[config.mk]
export PLATFORM = sky130hd
export DESIGN_NAME = bee_queue
export DESIGN_NICKNAME = d
export VERILOG_FILES = /design/src/design/bee_pkg.sv /design/src/design/bee_queue.sv
export VERILOG_INCLUDE_DIRS = /design/src /design/src/design
export SDC_FILE = /design/constraint.sdc
export NUM_CORES = 1
export LEC_CHECK = 0
export BUFFER_PORTS_ARGS = -buffer_cell sky130_fd_sc_hd__clkbuf_2
export CAP_MARGIN = 5
export CORE_MARGIN = 8
export CORE_UTILIZATION = 50
export CTS_CLUSTER_SIZE = 30
export DETAILED_ROUTE_END_ITERATION = 8
export PLACE_DENSITY = 0.83
export SLEW_MARGIN = 25
export SYNTH_ARGS = -nofsm -noshare
export SYNTH_HDL_FRONTEND = slang
export SYNTH_SLANG_ARGS = --single-unit
[constraint.sdc]
create_clock -name clock -period 1.5 [get_ports clock]
set_input_delay 0 -clock clock [delete_from_list [all_inputs] [get_ports clock]]
set_output_delay 0 -clock clock [all_outputs]
set_load 0.02 [all_outputs]
[src/design/assert_macros.svh]
// assertion macros for the design folder
`ifndef ASSERT_MACROS_SVH
`define ASSERT_MACROS_SVH
`ifndef SYNTHESIS
`define CHK_IMPL(label, clk, rst, ante, cons) \
   label: assert property (@(posedge clk) disable iff (rst) (ante) |-> (cons)) \
      else $error("assertion failed");
`define CHK_NEXT(label, clk, rst, ante, cons) \
   label: assert property (@(posedge clk) disable iff (rst) (ante) |=> (cons)) \
      else $error("assertion failed");
`else
`define CHK_IMPL(label, clk, rst, ante, cons)
`define CHK_NEXT(label, clk, rst, ante, cons)
`endif
`endif

[src/design/bee_pkg.sv]
`timescale 1ns / 1ps
// ----------------------------------------------------------------------------
// bee_pkg
// shared constants and types of the byte entropy estimator
// ----------------------------------------------------------------------------
package bee_pkg;
   localparam int LenBits  = 16;
   localparam int CntW     = LenBits + 1;
   localparam int LogFrac  = 24;
   localparam int MantBits = 30;
   localparam int KW       = 5;
   localparam int LogW     = KW + LogFrac;
   localparam int ProdW    = CntW + LogW;
   localparam int SumW     = ProdW + 8;
   localparam int QDepth   = 4;
   localparam int QAw      = 2;

   typedef struct packed {
      logic [7:0] data_byte;
      logic       last_byte;
   } word_type;
endpackage

[src/design/bee_queue.sv]
`timescale 1ns / 1ps
// ----------------------------------------------------------------------------
// bee_queue
// short fifo between the front and back parts
// ----------------------------------------------------------------------------
`include "assert_macros.svh"
module bee_queue (
   input  logic              clock,
   input  logic              reset,
   input  logic              push,
   input  bee_pkg::word_type push_word,
   output logic              full,
   output logic              not_empty,
   input  logic              pop,
   output bee_pkg::word_type pop_word
);
   bee_pkg::word_type mem_ff [bee_pkg::QDepth];
   logic [bee_pkg::QAw-1:0] wp_ff, rp_ff;
   logic [bee_pkg::QAw:0]   cnt_ff;

   assign full      = (cnt_ff == bee_pkg::QAw'(0) + (bee_pkg::QAw+1)'(bee_pkg::QDepth));
   assign not_empty = (cnt_ff != '0);
   assign pop_word  = mem_ff[rp_ff];

   always_ff @(posedge clock) begin
      if (push) mem_ff[wp_ff] <= push_word;
      if (reset) begin
         wp_ff <= '0; rp_ff <= '0; cnt_ff <= '0;
      end else begin
         if (push) wp_ff <= wp_ff + 1'b1;
         if (pop) rp_ff <= rp_ff + 1'b1;
         cnt_ff <= cnt_ff + (bee_pkg::QAw+1)'(push) - (bee_pkg::QAw+1)'(pop);
      end
   end

   `CHK_IMPL(a_no_overrun, clock, reset, push, !full)
   `CHK_IMPL(a_no_underrun, clock, reset, pop, not_empty)
   `CHK_NEXT(a_cnt_hold, clock, reset, push && !pop, cnt_ff != '0)
endmodule

Yosys cells after proc, flatten, opt, wreduce, memory -nomap -nowiden
Memories as Yosys holds them, arrays and structs flattened. A register that Yosys moved wholly into a read port is not among the register bits. Index checks and enable logic that the tools add are counted. W data, S select, Z words.

Memories kept: 1. Register bits: 7. Bits of input ports: 13. Bits in writable memories: 36.

Memories: mem_ff (depth 4, bits a word 9, rd ports 1, clocked after memory_dff 1, wr ports 1, RTL line bee_queue.sv:17) `bee_pkg::word_type mem_ff [bee_pkg::QDepth];`.

Reductions and logical operators: 1. Muxes and demuxes: 4. Eq/ne operators: 1. Add/subtract/negate cells: 4.

Operators by type and width (count): $add A2 B1 Y2 const B (2); $mux W2 (2); $add A3 B1 Y3 (1); $eq A3 B3 Y1 const B (1); $reduce_bool A3 Y1 (1); $sub A3 B1 Y3 (1); $mux W1 (2).

Logic depth before layout (Yosys ltp)
Word-level depth: 3. Depth in mapped cells: 7. Depth with buffers taken out: 7.

Worst setup path before layout
No wires, ideal clock.

Kind: reg-to-reg. From: reg cnt_ff[0] (netlist name). To: reg cnt_ff[2] (netlist name). Path buffers: 0. Slack: 0.008 ns. Arrival: 1.382 ns. Cell stages (with the launch flop): 8. Clock period less this slack: 1.492 ns. Required time: 1.390 ns. Setup time: 0.110 ns. Path through: dfxtp_1 -> inv_1 -> ha_1 -> inv_1 -> ha_1 -> fa_1 -> xor3_1 -> nor2_1.

Longest elaborated chain between the ends: 2.

Ends and longest elaborated chain: start: declaration (RTL line bee_queue.sv:19) `logic [bee_pkg::QAw:0] cnt_ff;`; start signal: assignment (RTL line bee_queue.sv:32) `cnt_ff <= cnt_ff + (bee_pkg::QAw+1)'(push) - (bee_pkg::QAw+1)'(pop);`; $add A3 B1 Y3 (RTL line bee_queue.sv:32); $sub A3 B1 Y3 (RTL line bee_queue.sv:32).

No other way between the ends. A chain may end at the register's enable or synchronous reset.

==> results.json <==
{
  "drc": 0,
  "core-area_mm2": 0.00334,
  "path_class": "register to output pin",
  "ys_types": 19,
  "cts_tree": "yes",
  "cp_data_required_time_ns": 1.50,
  "start_kind": "register",
  "yosys_warnings": 0,
  "power.density_mw_per_mm2": 1220,
  "syn_avg_cell_area_um2": 19.6,
  "initial_utilization_pct": 52.2,
  "cts_setup_buffers": 0,
  "yosysTopAreaCell": "edfxtp_1",
  "vias_per_cell": 4.92,
  "chipWidth_um": 75,
  "clock_latency_ns": 0.34,
  "post-synth-top-count-cell": "edfxtp_1",
  "htreeDepth": 2,
  "ys_seq_area_share_pct": 72.5,
  "die_area_mm2": 0.00563,
  "dr.pass1.iters": 2,
  "layout.nets": 153,
  "ant_nets": 0,
  "hold_viol": 0,
  "syn_area_mm2": 0.00174,
  "drive_gt1_share_pct": 39.6,
  "routedWlPerCell_um": 16.3,
  "dp_hpwl_mm": 1.98,
  "hold-worst-slack_ns": 0.0260,
  "critPathBufInv": 2,
  "p_leak_nw": 0.817,
  "diodes": 0,
  "grt_max_degree": 14,
  "drt-total-wl_mm": 2.94,
  "numCtsBuffers": 5,
  "final-setup-viol-count": 6,
  "synth-edff-count": 36,
  "placed_area_mm2": 0.00193,
  "antenna_found_initial": 0,
  "crit_fanout": 5,
  "ys_async_sr_fraction_pct": 0,
  "path_delay_family": "multiplexers",
  "ios": 24,
  "row_count": 21,
  "violations": "setup timing",
  "status": "finished with violations",
  "critical_path.cell_chain": "buf_6, mux4_2, buf_6",
  "drt_iter0_drc": 53,
  "max-clock-path-buffers": 2,
  "worstMarginPinSlew_ns": 0.233,
  "finalNonFillerCells": 180,
  "cpMostUsedCell": "buf_6",
  "synthTopCellsByCount": "edfxtp_1, dfxtp_1, mux4_2",
  "drv_slew": 0,
  "cap_viol_max_count": 0,
  "endpoint_kind": "output pin",
  "io_buffers": 23,
  "skew_ns": 0.0126,
  "grt_usage_pct": 11.7,
  "crit_path_top_delay_cell": "mux4_2",
  "crit_arrival_ns": 1.54,
  "fin_area_mm2": 0.00221,
  "die_y_um": 75,
  "clockRootBuffer": "clkbuf_4",
  "rsz0062_at_grt": "true",
  "area_delta_synth_final_pct": 27.1,
  "synth_ff_type": "edfxtp_1",
  "yosys.area.top_type_share_pct": 62.1,
  "fmax_mhz": 650,
  "num_vias": 885,
  "ys_ff_latch": 45,
  "ir_drop_mv": 0.953,
  "cts_sinks": 45,
  "period_share_pct": 103,
  "grt_overflow": 0,
  "syn_nets": 109,
  "grt_first_pass_wirelength_mm": 4.70,
  "slowest_delay_ns": 0.53,
  "syn_inst": 89,
  "power.total_mw": 2.69,
  "post-route-util_pct": 66.3,
  "synthTopCellsByArea": "edfxtp_1, mux4_2, dfxtp_1",
  "hp-class": "primary input to register",
  "dpl.cell_count": 161,
  "slew-limit-headroom_pct": 84.5,
  "gp_congestion": 0.702,
  "period_needed_ns": 1.54,
  "setup_ws_ns": -0.0383,
  "pre_cts_slack_ns": -0.0832,
  "finalSetupTns_ns": -0.128,
  "clk_pin_slew_ns": 0.12,
  "grt_pass1_vias": 997
}
cell families (layout without fill, tap and decap cells):
group	after synthesis	in the layout	synth area share, %
compound gates	2	2	0.862
xor+xnor	3	3	2.37
fa+ha+maj	7	7	5.46
buf+inv	8	53	2.23
flops	45	45	72.5
mux	10	10	12.2
simple gates	14	14	4.39
where the power goes:
part           internal, mW  total [mW]  switching [mW]
combinational         0.281       0.523           0.241
clock                 0.347       0.691           0.344
sequential             1.43        1.48          0.0459
total                  2.06        2.69           0.631
worst paths after layout:
| path | slack, ns | from | cells after the start | to |
|---|---|---|---|---|
| worst max register to register | 0.01 | cnt_ff[0] | 6 | cnt_ff[1] |
| worst max-delay path | -0.04 | register | 3 | pop_word[7] |
| worst min-delay path | 0.03 | pop | 3 | register |
| worst min register to register | 0.56 | wp_ff[1] | 2 | wp_ff[1] |
repair_timing:
item | CTS | global route
hold endpoints to repair | 45 | 0
gates resized for setup | 10 | 29
gates cloned | 1 | 0
pin swaps | 1 | 0
hold buffers | 10 | 0
setup endpoints to repair | 11 | 11
placed cells by master, fill, tap and decap left out, types with 2 or more instances in the layout:
| cell | netlist | layout |
|---|---|---|
| and2_1 | 4 | 4 |
| buf_4 | 0 | 4 |
| buf_6 | 1 | 11 |
| clkbuf_2 | 1 | 14 |
| clkbuf_4 | 0 | 5 |
| dfxtp_1 | 9 | 6 |
| dfxtp_2 | 0 | 3 |
| dlygate4sd3_1 | 0 | 10 |
| edfxtp_1 | 36 | 36 |
| ha_1 | 6 | 4 |
| ha_4 | 0 | 2 |
| inv_1 | 6 | 4 |
| inv_2 | 0 | 2 |
| mux4_2 | 9 | 9 |
| nor2_1 | 5 | 5 |
| nor2b_1 | 2 | 2 |
| xnor2_1 | 2 | 2 |
sequential cells by signal, summed over array words and instances, names as in the netlist, named ones only:
signal,count
cnt_ff,3
mem_ff,36
rp_ff,2
wp_ff,2
metal layers:
metal / part of all wire, % / GRT usage, % / routed length (um)
met2: 53 / 21.4 / 1570
met3: 6.7 / 4.39 / 196
met5: 0 / 0 / 0
met4: 1.0 / 4.57 / 30
met1: 39 / 11.4 / 1140
final cells by class:
class                           count  area [um2]
Clock buffer                        6        41.3
Clock inverter                      2        33.8
Fill cell                         241        1120
Inverter                            6        22.5
Multi-Input combinational cell     36         468
Sequential cell                    45        1260
Tap cell                           46        57.6
Timing Repair Buffer               39         324
tightest hold or removal path: cells and delay by family:
kind	cells	cell delay [ns]
buf+inv	1	0.14
simple gates	1	0.10
compound gates	1	0.09
Power figures use the tool's default switching activity.
